`src/rtl/kmd_pkg.sv`:
```
// Shared types, codes and defaults for the key matrix debounce block.
// Used by every module under rtl/ except kmd_ram; depends on nothing.
`timescale 1ns / 1ps
`default_nettype none
package kmd_pkg;

  // Default geometry and reset values
  localparam int ROWS_DEF        = 8;
  localparam int COLS_DEF        = 8;
  localparam int QUEUE_DEPTH_DEF = 32;
  localparam logic [7:0] DEBOUNCE_RESET = 8'd5;

  // Request type codes on the request channel
  localparam logic [1:0] REQ_SAMPLE = 2'd0;
  localparam logic [1:0] REQ_TICK   = 2'd1;
  localparam logic [1:0] REQ_POP    = 2'd2;
  localparam logic [1:0] REQ_QUERY  = 2'd3;

  typedef struct packed {
    logic [1:0]  req_type;
    logic [2:0]  row_index;
    logic [7:0]  column_bits;
    logic [2:0]  key_column;
    logic [31:0] now_ms;
  } kmd_in_t;

  typedef struct packed {
    logic        event_valid;
    logic [2:0]  event_row;
    logic [2:0]  event_col;
    logic [5:0]  event_key_index;
    logic        event_pressed;
    logic [31:0] event_time;
    logic        key_pressed;
    logic        row_changed;
    logic [3:0]  dropped_events;
    logic [5:0]  queue_fill;
  } kmd_out_t;

  // One stored event (key index is rebuilt on the way out)
  typedef struct packed {
    logic [2:0]  row;
    logic [2:0]  col;
    logic        pressed;
    logic [31:0] stamp;
  } kmd_entry_t;

  typedef enum logic [1:0] {
    OP_SAMPLE,
    OP_TICK,
    OP_POP,
    OP_QUERY
  } kmd_op_t;

  // Classified request handed from front to engine
  typedef struct packed {
    kmd_op_t     op;
    logic        row_ok;
    logic        col_ok;
    logic [2:0]  row;
    logic [7:0]  bits;
    logic [2:0]  kcol;
    logic [31:0] now;
  } kmd_cmd_t;

  typedef enum logic [2:0] {
    ENG_IDLE,
    ENG_SCAN,
    ENG_FIN,
    ENG_READ,
    ENG_TICK
  } kmd_state_t;

endpackage
`default_nettype wire

```
`src/rtl/kmd_ram.sv`:
```
// Generic single-write, single-read RAM with registered read data.
// Depends on nothing.
`timescale 1ns / 1ps
`default_nettype none
module kmd_ram #(
  parameter int WIDTH = 8,
  parameter int DEPTH = 32,
  localparam int AW = (DEPTH > 1) ? $clog2(DEPTH) : 1
) (
  input  wire logic             clk,
  input  wire logic             we,
  input  wire logic [AW-1:0]    waddr,
  input  wire logic [WIDTH-1:0] wdata,
  input  wire logic [AW-1:0]    raddr,
  output logic      [WIDTH-1:0] rdata
);

  logic [WIDTH-1:0] mem [DEPTH];

  always_ff @(posedge clk) begin
    if (we) begin
      mem[waddr] <= wdata;
    end
    rdata <= mem[raddr];
  end

endmodule
`default_nettype wire

```
`src/rtl/kmd_front.sv`:
```
// Front end: accepts requests, classifies them and holds them in a two-entry queue.
// Depends on kmd_pkg.
`timescale 1ns / 1ps
`default_nettype none
module kmd_front #(
  parameter int ROWS = kmd_pkg::ROWS_DEF,
  parameter int COLS = kmd_pkg::COLS_DEF
) (
  input  wire logic             clk,
  input  wire logic             rst,
  input  wire logic             req_valid,
  output logic                  req_stall,
  input  wire kmd_pkg::kmd_in_t req_data,
  output logic                  cmd_valid,
  output kmd_pkg::kmd_cmd_t     cmd,
  input  wire logic             take
);

  logic [1:0]        fill;
  logic              wr_sel;
  logic              rd_sel;
  kmd_pkg::kmd_cmd_t slot [2];
  kmd_pkg::kmd_cmd_t cmd_new;
  logic              push;

  assign req_stall = (fill == 2'd2);
  assign push      = req_valid && !req_stall;
  assign cmd_valid = (fill != 2'd0);
  assign cmd       = slot[rd_sel];

  // Decode request type and range-check row and column
  always_comb begin
    cmd_new.row    = req_data.row_index;
    cmd_new.bits   = req_data.column_bits;
    cmd_new.kcol   = req_data.key_column;
    cmd_new.now    = req_data.now_ms;
    cmd_new.row_ok = (int'(req_data.row_index) < ROWS);
    cmd_new.col_ok = (int'(req_data.key_column) < COLS);
    case (req_data.req_type)
      kmd_pkg::REQ_SAMPLE: cmd_new.op = kmd_pkg::OP_SAMPLE;
      kmd_pkg::REQ_TICK:   cmd_new.op = kmd_pkg::OP_TICK;
      kmd_pkg::REQ_POP:    cmd_new.op = kmd_pkg::OP_POP;
      default:             cmd_new.op = kmd_pkg::OP_QUERY;
    endcase
  end

  // Queue storage
  always_ff @(posedge clk) begin
    if (push) begin
      slot[wr_sel] <= cmd_new;
    end
  end

  // Queue pointers and fill
  always_ff @(posedge clk) begin
    if (rst) begin
      fill   <= 2'd0;
      wr_sel <= 1'b0;
      rd_sel <= 1'b0;
    end else begin
      if (push) begin
        wr_sel <= !wr_sel;
      end
      if (take) begin
        rd_sel <= !rd_sel;
      end
      case ({push, take})
        2'b10:   fill <= fill + 2'd1;
        2'b01:   fill <= fill - 2'd1;
        default: fill <= fill;
      endcase
    end
  end

endmodule
`default_nettype wire

```
`src/rtl/kmd_engine.sv`:
```
// Back end: key debounce state, event queue control and the result register.
// Depends on kmd_pkg and kmd_ram.
`timescale 1ns / 1ps
`default_nettype none
module kmd_engine #(
  parameter int ROWS        = kmd_pkg::ROWS_DEF,
  parameter int COLS        = kmd_pkg::COLS_DEF,
  parameter int QUEUE_DEPTH = kmd_pkg::QUEUE_DEPTH_DEF
) (
  input  wire logic              clk,
  input  wire logic              rst,
  input  wire logic              cfg_we,
  input  wire logic [7:0]        cfg_wdata,
  input  wire logic              cmd_valid,
  input  wire kmd_pkg::kmd_cmd_t cmd,
  output logic                   take,
  output logic                   rsp_valid,
  input  wire logic              rsp_stall,
  output kmd_pkg::kmd_out_t      rsp_data
);

  localparam int RW    = (ROWS > 1) ? $clog2(ROWS) : 1;
  localparam int CW    = (COLS > 1) ? $clog2(COLS) : 1;
  localparam int AW    = (QUEUE_DEPTH > 1) ? $clog2(QUEUE_DEPTH) : 1;
  localparam int NW    = $clog2(QUEUE_DEPTH + 1);
  localparam int EW    = $bits(kmd_pkg::kmd_entry_t);

  kmd_pkg::kmd_state_t state;
  kmd_pkg::kmd_state_t state_next;
  logic [7:0]          dticks;

  // Per-key debounce state, one word per row
  logic [COLS-1:0]      deb  [ROWS];
  logic [COLS-1:0]      stab [ROWS];
  logic [COLS-1:0]      pend [ROWS];
  logic [COLS-1:0][7:0] cnt  [ROWS];

  // Current row sample
  logic [2:0]    cur_row;
  logic [7:0]    cur_bits;
  logic [31:0]   cur_now;
  logic [CW-1:0] col;
  logic [RW-1:0] trow;
  logic          changed;
  logic [3:0]    dropped;

  // Event queue control
  logic [AW-1:0] wr_ptr;
  logic [AW-1:0] rd_ptr;
  logic [NW-1:0] count;
  logic          full;

  // Result register
  logic              out_valid;
  kmd_pkg::kmd_out_t out_data;

  // Control from the output decode
  logic              scan_step;
  logic              pop_issue;
  logic              tick_step;
  logic              load_out;
  kmd_pkg::kmd_out_t res;

  // Scan datapath for the key under the column counter
  logic [RW-1:0] kr;
  logic          raw;
  logic          nd;
  logic          ns;
  logic          np;
  logic [7:0]    nc;
  logic          hit;

  kmd_pkg::kmd_entry_t wr_entry;
  kmd_pkg::kmd_entry_t rd_entry;
  logic [EW-1:0]       rd_word;
  logic                ram_we;

  assign full      = (count == NW'(QUEUE_DEPTH));
  assign rsp_valid = out_valid;
  assign rsp_data  = out_data;
  assign rd_entry  = kmd_pkg::kmd_entry_t'(rd_word);
  assign kr        = RW'(cur_row);

  // Debounce decision for one key
  always_comb begin
    raw = cur_bits[3'(col)];
    nd  = deb[kr][col];
    ns  = stab[kr][col];
    np  = pend[kr][col];
    nc  = cnt[kr][col];
    hit = 1'b0;
    if (!deb[kr][col]) begin
      if (raw != stab[kr][col]) begin
        nd = 1'b1;
        np = raw;
        nc = dticks;
      end
    end else if (raw == stab[kr][col]) begin
      nd = 1'b0;
      nc = 8'd0;
    end else if (cnt[kr][col] == 8'd0) begin
      if (raw == pend[kr][col]) begin
        ns  = raw;
        nd  = 1'b0;
        hit = 1'b1;
      end else begin
        np = raw;
        nc = dticks;
      end
    end else if (raw != pend[kr][col]) begin
      np = raw;
      nc = dticks;
    end
  end

  assign ram_we         = scan_step && hit && !full;
  assign wr_entry.row   = cur_row;
  assign wr_entry.col   = 3'(col);
  assign wr_entry.pressed = raw;
  assign wr_entry.stamp = cur_now;

  kmd_ram #(
    .WIDTH (EW),
    .DEPTH (QUEUE_DEPTH)
  ) u_store (
    .clk   (clk),
    .we    (ram_we),
    .waddr (wr_ptr),
    .wdata (wr_entry),
    .raddr (rd_ptr),
    .rdata (rd_word)
  );

  // Next state
  always_comb begin
    state_next = state;
    case (state)
      kmd_pkg::ENG_IDLE: begin
        if (cmd_valid && !out_valid) begin
          if (cmd.op == kmd_pkg::OP_SAMPLE && cmd.row_ok) begin
            state_next = kmd_pkg::ENG_SCAN;
          end else if (cmd.op == kmd_pkg::OP_TICK) begin
            state_next = kmd_pkg::ENG_TICK;
          end else if (cmd.op == kmd_pkg::OP_POP && count != '0) begin
            state_next = kmd_pkg::ENG_READ;
          end
        end
      end
      kmd_pkg::ENG_SCAN: begin
        if (int'(col) == COLS - 1) begin
          state_next = kmd_pkg::ENG_FIN;
        end
      end
      kmd_pkg::ENG_TICK: begin
        if (int'(trow) == ROWS - 1) begin
          state_next = kmd_pkg::ENG_IDLE;
        end
      end
      kmd_pkg::ENG_FIN:  state_next = kmd_pkg::ENG_IDLE;
      kmd_pkg::ENG_READ: state_next = kmd_pkg::ENG_IDLE;
      default:           state_next = kmd_pkg::ENG_IDLE;
    endcase
  end

  // Outputs per state
  always_comb begin
    take      = 1'b0;
    scan_step = 1'b0;
    pop_issue = 1'b0;
    tick_step = 1'b0;
    load_out  = 1'b0;
    res       = '0;
    res.queue_fill = 6'(count);
    case (state)
      kmd_pkg::ENG_IDLE: begin
        if (cmd_valid && !out_valid) begin
          take = 1'b1;
          case (cmd.op)
            kmd_pkg::OP_SAMPLE: load_out = !cmd.row_ok;
            kmd_pkg::OP_TICK:   ;
            kmd_pkg::OP_POP: begin
              pop_issue = (count != '0);
              load_out  = (count == '0);
            end
            default: begin
              load_out = 1'b1;
              res.key_pressed = (cmd.row_ok && cmd.col_ok) ?
                                stab[RW'(cmd.row)][CW'(cmd.kcol)] : 1'b0;
            end
          endcase
        end
      end
      kmd_pkg::ENG_SCAN: scan_step = 1'b1;
      // one row of countdowns per cycle; result goes out with the last row
      kmd_pkg::ENG_TICK: begin
        tick_step = 1'b1;
        load_out  = (int'(trow) == ROWS - 1);
      end
      kmd_pkg::ENG_FIN: begin
        load_out           = 1'b1;
        res.row_changed    = changed;
        res.dropped_events = dropped;
      end
      kmd_pkg::ENG_READ: begin
        load_out            = 1'b1;
        res.event_valid     = 1'b1;
        res.event_row       = rd_entry.row;
        res.event_col       = rd_entry.col;
        res.event_key_index = 6'(int'(rd_entry.row) * COLS + int'(rd_entry.col));
        res.event_pressed   = rd_entry.pressed;
        res.event_time      = rd_entry.stamp;
      end
      default: ;
    endcase
  end

  // State and configuration
  always_ff @(posedge clk) begin
    if (rst) begin
      state  <= kmd_pkg::ENG_IDLE;
      dticks <= kmd_pkg::DEBOUNCE_RESET;
    end else begin
      state <= state_next;
      if (cfg_we) begin
        dticks <= cfg_wdata;
      end
    end
  end

  // Key state: tick walks one row per cycle, scan updates one key
  always_ff @(posedge clk) begin
    if (rst) begin
      for (int r = 0; r < ROWS; r++) begin
        deb[r]  <= '0;
        stab[r] <= '0;
        pend[r] <= '0;
        cnt[r]  <= '0;
      end
    end else if (tick_step) begin
      for (int c = 0; c < COLS; c++) begin
        if (deb[trow][c] && cnt[trow][c] != 8'd0) begin
          cnt[trow][c] <= cnt[trow][c] - 8'd1;
        end
      end
    end else if (scan_step) begin
      deb[kr][col]  <= nd;
      stab[kr][col] <= ns;
      pend[kr][col] <= np;
      cnt[kr][col]  <= nc;
    end
  end

  // Sample latch (payload)
  always_ff @(posedge clk) begin
    if (take && cmd.op == kmd_pkg::OP_SAMPLE) begin
      cur_row  <= cmd.row;
      cur_bits <= cmd.bits;
      cur_now  <= cmd.now;
    end
  end

  // Column and row walks and per-sample totals
  always_ff @(posedge clk) begin
    if (rst) begin
      col     <= '0;
      trow    <= '0;
      changed <= 1'b0;
      dropped <= 4'd0;
    end else if (take) begin
      col     <= '0;
      trow    <= '0;
      changed <= 1'b0;
      dropped <= 4'd0;
    end else if (scan_step) begin
      col <= col + CW'(1);
      if (hit) begin
        changed <= 1'b1;
        if (full) begin
          dropped <= dropped + 4'd1;
        end
      end
    end else if (tick_step) begin
      trow <= trow + RW'(1);
    end
  end

  // Queue pointers and count
  always_ff @(posedge clk) begin
    if (rst) begin
      wr_ptr <= '0;
      rd_ptr <= '0;
      count  <= '0;
    end else if (ram_we) begin
      wr_ptr <= (wr_ptr == AW'(QUEUE_DEPTH - 1)) ? '0 : wr_ptr + AW'(1);
      count  <= count + NW'(1);
    end else if (pop_issue) begin
      rd_ptr <= (rd_ptr == AW'(QUEUE_DEPTH - 1)) ? '0 : rd_ptr + AW'(1);
      count  <= count - NW'(1);
    end
  end

  // Result register
  always_ff @(posedge clk) begin
    if (rst) begin
      out_valid <= 1'b0;
    end else if (load_out) begin
      out_valid <= 1'b1;
    end else if (out_valid && !rsp_stall) begin
      out_valid <= 1'b0;
    end
  end

  always_ff @(posedge clk) begin
    if (load_out) begin
      out_data <= res;
    end
  end

endmodule
`default_nettype wire

```
`src/rtl/key_matrix_debounce_event_queue_core.sv`:
```
// Top level of the key matrix debouncer with event queue.
// Depends on kmd_pkg, kmd_front, kmd_engine and kmd_ram.
//
// channel | signals                       | direction | handshake
// req     | req_valid req_stall req_data  | in        | valid/stall, kmd_in_t
// rsp     | rsp_valid rsp_stall rsp_data  | out       | valid/stall, kmd_out_t
// cfg     | cfg_we cfg_wdata              | in        | write enable, debounce ticks
//
// A row sample walks one key per cycle through debounce update and queue write,
// then ENG_FIN loads the result. A tick walks one row of countdowns per cycle and
// loads the result with the last row. Pop issues the registered store read and
// ENG_READ loads the result; query loads its result straight from idle. A request
// passes through the two-entry front queue. Reset is synchronous and clears all
// key state and queue pointers; the event store is not cleared. A stalled response
// holds the engine, while the front queue keeps taking requests until full.
`timescale 1ns / 1ps
`default_nettype none
module key_matrix_debounce_event_queue_core #(
  parameter int ROWS        = kmd_pkg::ROWS_DEF,
  parameter int COLS        = kmd_pkg::COLS_DEF,
  parameter int QUEUE_DEPTH = kmd_pkg::QUEUE_DEPTH_DEF
) (
  input  wire logic              clk,
  input  wire logic              rst,
  input  wire logic              req_valid,
  output logic                   req_stall,
  input  wire kmd_pkg::kmd_in_t  req_data,
  output logic                   rsp_valid,
  input  wire logic              rsp_stall,
  output kmd_pkg::kmd_out_t      rsp_data,
  input  wire logic              cfg_we,
  input  wire logic [7:0]        cfg_wdata
);

  logic              cmd_valid;
  kmd_pkg::kmd_cmd_t cmd;
  logic              take;

  kmd_front #(
    .ROWS (ROWS),
    .COLS (COLS)
  ) u_front (
    .clk       (clk),
    .rst       (rst),
    .req_valid (req_valid),
    .req_stall (req_stall),
    .req_data  (req_data),
    .cmd_valid (cmd_valid),
    .cmd       (cmd),
    .take      (take)
  );

  kmd_engine #(
    .ROWS        (ROWS),
    .COLS        (COLS),
    .QUEUE_DEPTH (QUEUE_DEPTH)
  ) u_engine (
    .clk       (clk),
    .rst       (rst),
    .cfg_we    (cfg_we),
    .cfg_wdata (cfg_wdata),
    .cmd_valid (cmd_valid),
    .cmd       (cmd),
    .take      (take),
    .rsp_valid (rsp_valid),
    .rsp_stall (rsp_stall),
    .rsp_data  (rsp_data)
  );

endmodule
`default_nettype wire

```
`config.mk`:
```
export PLATFORM = sky130hd
export DESIGN_NAME = key_matrix_debounce_event_queue_core
export DESIGN_NICKNAME = d
export VERILOG_FILES = /design/src/rtl/kmd_pkg.sv /design/src/rtl/kmd_ram.sv /design/src/rtl/kmd_front.sv /design/src/rtl/kmd_engine.sv /design/src/rtl/key_matrix_debounce_event_queue_core.sv
export SDC_FILE = /design/constraint.sdc
export NUM_CORES = 2
export LEC_CHECK = 0
export BUFFER_PORTS_ARGS = -buffer_cell sky130_fd_sc_hd__buf_2
export CAP_MARGIN = 20
export CORE_ASPECT_RATIO = 1.75
export CORE_MARGIN = 4
export CORE_UTILIZATION = 25
export DETAILED_ROUTE_END_ITERATION = 10
export PLACE_DENSITY = 0.49
export SLEW_MARGIN = 30
export SYNTH_ARGS = -nofsm -noshare
export SYNTH_HDL_FRONTEND = slang
export SYNTH_SLANG_ARGS = --single-unit
```
`constraint.sdc`:
```
create_clock -name clk -period 10.15 [get_ports clk]
set_input_delay 1.015 -clock clk [delete_from_list [all_inputs] [get_ports clk]]
set_output_delay 1.015 -clock clk [all_outputs]
set_load 0.005 [all_outputs]
```
# [Word level (Yosys, flattened, before mapping)]
# Memory sizes are Yosys's and may differ from the RTL's. A register that Yosys moved wholly into a read port is not among the register bits.
# Index checks and enable logic that the tools add are counted.
[totals] register_bits=144 mem_bits_rw=2048 input_bits=61 output_inout_bits=60 word_cells=273 mem_count=6
[memory_table] name="u_engine.u_store.mem" words=32 word_bits=39 read_ports=1 rd_ports_with_merged_regs=1 write_ports=1 line_no="kmd_ram.sv:18" source="logic [WIDTH-1:0] mem [DEPTH];"
[memory_table] name="u_engine.cnt" words=8 word_bits=64 read_ports=2 rd_ports_with_merged_regs=2 write_ports=8 line_no="kmd_engine.sv:36" source="logic [COLS-1:0][7:0] cnt [ROWS];"
[memory_table] name="u_front.slot" words=2 word_bits=48 read_ports=1 rd_ports_with_merged_regs=1 write_ports=1 line_no="kmd_front.sv:22" source="kmd_pkg::kmd_cmd_t slot [2];"
[memory_table] name="u_engine.deb" words=8 word_bits=8 read_ports=2 rd_ports_with_merged_regs=2 write_ports=8 line_no="kmd_engine.sv:33" source="logic [COLS-1:0] deb [ROWS];"
[memory_table] name="u_engine.pend" words=8 word_bits=8 read_ports=1 rd_ports_with_merged_regs=1 write_ports=8 line_no="kmd_engine.sv:35" source="logic [COLS-1:0] pend [ROWS];"
[memory_table] name="u_engine.stab" words=8 word_bits=8 read_ports=2 rd_ports_with_merged_regs=1 write_ports=8 line_no="kmd_engine.sv:34" source="logic [COLS-1:0] stab [ROWS];"
[op_classes] add_sub_neg=18 order_cmp=3 n_eq_ne=24 muxes=135 n_bitwise=5 reduce_logical=56
[op_table] cell="64-bit 2-to-1 mux" n=4
[op_table] cell="8-bit 2-to-1 mux" n=16
[op_table] cell="64-bit OR reduction" n=2
[op_table] cell="1-bit 2-to-1 mux" n=78
[op_table] cell="8-bit nonzero test" n=8
[op_table] cell="8-bit by 1-bit subtractor with 8-bit output (second input constant)" n=8
[op_table] cell="3-bit 2-to-1 mux" n=19
[op_table] cell="46-bit 2-to-1 mux" n=1
[op_table] cell="8-bit binary-select mux with 3-bit select" n=1
[op_table] cell="8-bit demux with 3-bit select" n=1
[op_table] cell="8-bit OR reduction" n=3
[op_table] cell="1-bit logical AND" n=16
[op_table] cell="1-bit binary-select mux with 3-bit select" n=5
[op_table] cell="6-bit 2-to-1 mux" n=2
[op_table] cell="5-bit by 1-bit adder with 5-bit output (second input constant)" n=2
[op_table] cell="5-bit == test (second input constant)" n=2
[op_table] cell="5-bit 2-to-1 mux" n=2
[op_table] cell="3-bit by 1-bit == test with 1-bit output (second input constant)" n=3
[op_table] cell="3-bit case mux with 3 select lines" n=1
[op_table] cell="2-bit == test (second input constant)" n=4
[op_table] cell="8-bit logical NOT" n=1
[op_table] cell="3-bit by 4-bit less-than comparator with 1-bit output (second input constant)" n=2
[op_table] cell="2-bit nonzero test" n=4
[op_table] cell="3-bit by 1-bit adder with 3-bit output (second input constant)" n=2
[op_table] cell="other kinds (33)" n=54

# [Depth between registers and ports, before layout]
[depth] depth_word=11 ltp_mapped=23 mapped_depth_nobuf=17

# [Cells and area by module]
# A second synthesis with hierarchy kept.
[hier_totals] hier_cells=6236 hier_area_um2=96418.7
[modules_own_cells] mod="kmd_ram" instances=1 cells_per_inst=2743 area_each_um2=49497.5 seq_area_each_um2=38256.7
[modules_own_cells] mod="kmd_engine" instances=1 cells_per_inst=3314 area_each_um2=43222.7 seq_area_each_um2=24893.9
[modules_own_cells] mod="kmd_front" instances=1 cells_per_inst=179 area_each_um2=3698.5 seq_area_each_um2=2982.9

# [Worst setup path before layout]
# OpenSTA, ideal clock, no wires.
[synth_timing] path_type="register -> register" from="register (tool-made name)" to="register u_engine.out_data, in the netlist u_engine.rsp_data[0] (enable)" setup_ns=0.536 arrival_ns=5.201 t_required_ns=9.614 setup_slack_ns=4.413 stages_incl_launch_ff=8 path_buffers=2 period_less_slack_ns=5.737 cell_sequence="dfxtp_1 -> clkbuf_1 -> clkbuf_1 -> mux2i_1 -> o211a_1 -> nor3_1 -> a32oi_1 -> o21ai_0"
[synth_lines] item="end signal, assigned" line_no="kmd_engine.sv:315" source="out_data <= res;"
[synth_lines] item="end, declared" line_no="kmd_engine.sv:55" source="kmd_pkg::kmd_out_t out_data;"

==> run summary <==
The depth of the critical timing path with buffers and inverters included is 18, and the via density per instance is 4.93. The required time of the critical path is 10.96 ns, and the number of flops mapped to enable cells by yosys is 2143. Ranked by total cell area, the synthesized netlist is headed by sky130_fd_sc_hd__edfxtp_1, sky130_fd_sc_hd__mux4_2, sky130_fd_sc_hd__nor3_1.

The floorplan has 300 rows. The maximum fanout along the worst path was 33. For this design, the sink count on the clock tree is 2232. The placed instances occupy a cell area of 102000 um^2. STA classifies the critical path endpoint as a flop. Share of post-route cells with drive strength above 1: 0.256. After layout, the worst setup slack is 3.37 ns.

The number of cells on the worst reg-to-reg path was 18; the pre-CTS setup slack was 3.08 ns. The run gives 0 as the total count of hold-check failures in the final report. The die covers 393000 um^2. The pin count of the biggest net entering global routing was 117. The tools report the critical register-to-register path endpoint as u_engine.count[5]$_SDFFE_PP0P_. Traced cell by cell, the critical path runs through buf_4 -> buf_4 -> mux4_2 -> mux2i_1 -> o22ai_1 -> or3_1 -> nor4_2 -> and3_1 -> and2_2 -> inv_1 -> ha_1 -> a21o_1 -> a21oi_1 -> o21bai_1 -> a21oi_1 -> or3_1 -> or3_1 -> nand3_1.

The worst path in the final design needs a cycle of 6.78 ns, including I/O delays and setup. The tool flagged a number of max-cap violations equal to 0. For flop-to-flop paths, the worst setup slack is 3.37 ns. The highest clock rate is 148 MHz, and the count of antenna-violating nets left after detailed routing is 0.

Each instance of the synthesized netlist takes up on average 17.8 um^2. The number of DRC violations after detailed routing is 0. The cell taking the most area after synthesis was sky130_fd_sc_hd__edfxtp_1. From synthesis to final layout, the design area changed by 15.1%.

The share of the clock period used by the worst path came out at 0.668. The clock latency on the worst-skew pair came out at 0.92 ns. The final number of max-transition violations was 0; the worst ir drop on vdd was 0.000218 V. The logs give 0.150 for the overall global routing resource usage and 0.116 ns for the clock tree skew after final layout. The critical path ends at u_engine.count[5]$_SDFFE_PP0P_.

Before antenna repair, the detailed router went through 5 iterations. Synthesis produced 5374 cells. The slew of the pin with the lowest slew margin came out at 1.13 ns.

The remaining global-route overflow is 0. Startpoint kind of the worst setup timing path: a flop. Starting density of the core: 0.251. CTS placed an instance of sky130_fd_sc_hd__clkbuf_16 at the clock tree root. The tightest slew margin relative to the limit came out at 0.248. Data on the critical path arrives at its endpoint at 7.59 ns. The number of global-route vias before repair came out at 55400. The cell type group with the largest total delay on the critical path was simple AND/OR/NAND/NOR gates. The cell type of the slowest stage on the worst timing path is sky130_fd_sc_hd__nor4_2.

The global-route wire length before repair is 423 mm, and the power per standard cell area is 214 nW/um^2. The sequential cell area fraction in the yosys report is 0.692. Cell occurring most often along the worst timing path: sky130_fd_sc_hd__or3_1. The routed length per placed instance is 28.2 um. The number of filler cells placed in the layout is 37400.

The number of resized instances in the post-cts repair step came out at 0. The worst setup path is of the flop to flop kind. Summed over all nets, the half-perimeter wirelength after detailed placement is 196 mm. The die is 475 um wide.

After synthesis, the netlist uses 73 different library cells. TritonCTS built the clock tree. The Yosys step of the flow raised 0 warnings. Type of the worst min-delay path: primary input to flop.

The number of vias in the routed layout was 52600. For the number of antenna violations at the first check in global routing, the log shows 13. The tools report the number of buffers added by the clock tree synthesis step as 216. In the detailed route, the total length drawn on met2 is 167 mm.

The tools report the post-layout net count as 5610. Setup repair after global routing left no endpoint under its margin. After detailed routing, the wire length on met1 is 102 mm.

In this run the static leakage power is 34.1 nW. The cell area that synthesis handed to floorplanning was 95600 um^2. After the first detailed-routing iteration, the DRC count stood at 4846. The final weighted congestion in routability-driven placement is 0.865, and the setup fix buffers added after clock tree synthesis is 0.

For this design the top-level I/O count stands at 121. The cell with the most instances after synthesis is sky130_fd_sc_hd__edfxtp_1. The count of final setup violators was 0; the total buffers and inverters traversed by the critical path was 3.

After floorplanning, the core was sized to cover 381000 um^2. Wires add up to 301 mm. Top flip-flop cell by instance count after synthesis: sky130_fd_sc_hd__edfxtp_1. The top layer reached by signal wires was met5.

Once layout is done, the placed cells without fillers occupy 110000 um^2. The summed negative setup slack over all endpoints is 0 ns, and the fraction of post-synthesis cell area in the top cell type by area is 0.673. The run finished with clean final reports.

In this run the vertical extent of the chip is 826 um. The clock slew at the register clock pins of the worst setup and hold paths works out to 0.07 ns. Sorting the synthesized cells by how often they occur yields sky130_fd_sc_hd__edfxtp_1, sky130_fd_sc_hd__mux4_2, sky130_fd_sc_hd__nor3_1. Routed length on met3: 14.5 mm. The count of input and output buffers was 120. The proportion of synthesized flip-flops having asynchronous set or reset was 0. The CTS H-tree depth is 4, and the number of storage elements in the synthesis netlist is 2232. The peak per-stage delay on the critical path works out to 0.85 ns.

Hold repair after CTS inserted 0 buffers. For the net count of the mapped netlist, the log shows 5469. The clock passes through at most 4 buffers.
worst register-to-register path: stages (launching register included):
cell                       delay, ns
sky130_fd_sc_hd__dfxtp_4        0.75
sky130_fd_sc_hd__buf_4          0.63
sky130_fd_sc_hd__buf_4          0.45
sky130_fd_sc_hd__mux4_2         0.35
sky130_fd_sc_hd__mux2i_1        0.26
sky130_fd_sc_hd__o22ai_1        0.20
sky130_fd_sc_hd__or3_1          0.44
sky130_fd_sc_hd__nor4_2         0.85
sky130_fd_sc_hd__and3_1         0.39
sky130_fd_sc_hd__and2_2         0.57
sky130_fd_sc_hd__inv_1          0.27
sky130_fd_sc_hd__ha_1           0.36
sky130_fd_sc_hd__a21o_1         0.12
sky130_fd_sc_hd__a21oi_1        0.10
sky130_fd_sc_hd__o21bai_1       0.16
sky130_fd_sc_hd__a21oi_1        0.12
sky130_fd_sc_hd__or3_1          0.31
sky130_fd_sc_hd__or3_1          0.33
sky130_fd_sc_hd__nand3_1        0.09
layout by cell type (no fill, tap or decap), types with 18 or more instances in the layout:
master	count
sky130_fd_sc_hd__a21oi_1	56
sky130_fd_sc_hd__a22oi_1	56
sky130_fd_sc_hd__and2_1	62
sky130_fd_sc_hd__and3_1	24
sky130_fd_sc_hd__and3_4	33
sky130_fd_sc_hd__buf_2	120
sky130_fd_sc_hd__buf_4	101
sky130_fd_sc_hd__buf_6	21
sky130_fd_sc_hd__bufinv_16	30
sky130_fd_sc_hd__clkbuf_1	34
sky130_fd_sc_hd__clkbuf_16	219
sky130_fd_sc_hd__clkinv_1	41
sky130_fd_sc_hd__clkinv_2	39
sky130_fd_sc_hd__dfxtp_1	74
sky130_fd_sc_hd__edfxtp_1	2143
sky130_fd_sc_hd__ha_1	33
sky130_fd_sc_hd__mux2_2	83
sky130_fd_sc_hd__mux2i_1	200
sky130_fd_sc_hd__mux4_2	676
sky130_fd_sc_hd__nand2_1	375
sky130_fd_sc_hd__nand3_1	64
sky130_fd_sc_hd__nor2_1	293
sky130_fd_sc_hd__nor3_1	514
sky130_fd_sc_hd__nor3b_1	18
sky130_fd_sc_hd__o21ai_0	39
sky130_fd_sc_hd__or3_1	23
sky130_fd_sc_hd__xor2_1	21
state kept, by name, indices dropped and copies added (netlist names), named ones only:
signal                  count
u_engine.changed            1
u_engine.cnt              512
u_engine.col                3
u_engine.count              6
u_engine.cur_bits           8
u_engine.cur_now           32
u_engine.cur_row            3
u_engine.deb               64
u_engine.dropped            4
u_engine.dticks             8
u_engine.pend              64
u_engine.rd_ptr             5
u_engine.rsp_data          52
u_engine.rsp_valid          1
u_engine.stab              64
u_engine.state              3
u_engine.trow               3
u_engine.u_store.mem     1248
u_engine.u_store.rdata     39
u_engine.wr_ptr             5
u_front.fill                2
u_front.rd_sel              1
u_front.slot               96
u_front.wr_sel              1
power by group:
| group | leakage [nW] | internal (mW) | switching (mW) |
|---|---|---|---|
| sequential | 21.0 | 10.6 | 0.322 |
| combinational | 9.56 | 1.29 | 3.00 |
| clock | 3.46 | 4.74 | 3.60 |
metal layers:
| metal | up-vias | global-route usage |
|---|---|---|
| met3 | 617 | 0.0192 |
| met5 | - | 0 |
| met4 | 2 | 0.0765 |
| met1 | 28000 | 0.156 |
| met2 | 1893 | 0.289 |
| li1 | 22100 | - |
worst min path at each step:
stage                                                   from                             endpoint  slack [ns]  cells past startpoint
after detailed placement  u_engine.u_store.rdata[31]$_DFF_P_  u_engine.rsp_data[43]$_SDFFCE_PN0P_        0.49                      1
after CTS                                        req_data[7]         u_front.slot[1][7]$_DFFE_PP_        0.21                      1
after floorplan                u_engine.changed$_SDFFE_PP0P_        u_engine.changed$_SDFFE_PP0P_        0.43                      2
final                                            req_data[5]         u_front.slot[1][5]$_DFFE_PP_        0.32                      1
after global routing                             req_data[5]         u_front.slot[1][5]$_DFFE_PP_        0.26                      1
after global placement          u_front.fill[1]$_SDFFE_PP0P_         u_front.fill[1]$_SDFFE_PP0P_        0.48                      2
metrics by stage:
stage	hold slack, ns	total power [mW]	util	cells
final	0.318	23.5	0.289	10700
after detailed placement	0.488	15.4	0.269	10300
after global placement	0.484	15.3	0.268	10200
after CTS	0.212	23.7	0.288	10600
after global routing	0.263	24.3	0.289	10700
after floorplan	0.429	13.7	-	5374
kinds of logic (layout without fill, tap and decap cells):
logic type,count (synthesis),count (layout),synth area share
adder cells (fa/ha/maj),34,34,0.00453
buffers and inverters,369,680,0.0168
AO/OA/AOI/OAI,250,250,0.0192
other,0,6,0
multiplexers,965,965,0.191
XOR/XNOR,38,38,0.00356
flip-flops,2232,2232,0.692
AND/OR/NAND/NOR,1486,1486,0.0730
cell type report:
cell class	instances	area, um^2	area share
antenna	6	15.0	0.000137
multi-input combinational	2773	28200	0.256
tap	4983	6230	0.0567
sequential	2232	66200	0.602
timing repair buffer	275	2210	0.0201
clock inverter	131	1450	0.0132
inverter	17	66.3	0.000603
clock buffer	257	5660	0.0515
Note: power is estimated with default switching activity, not from simulation.
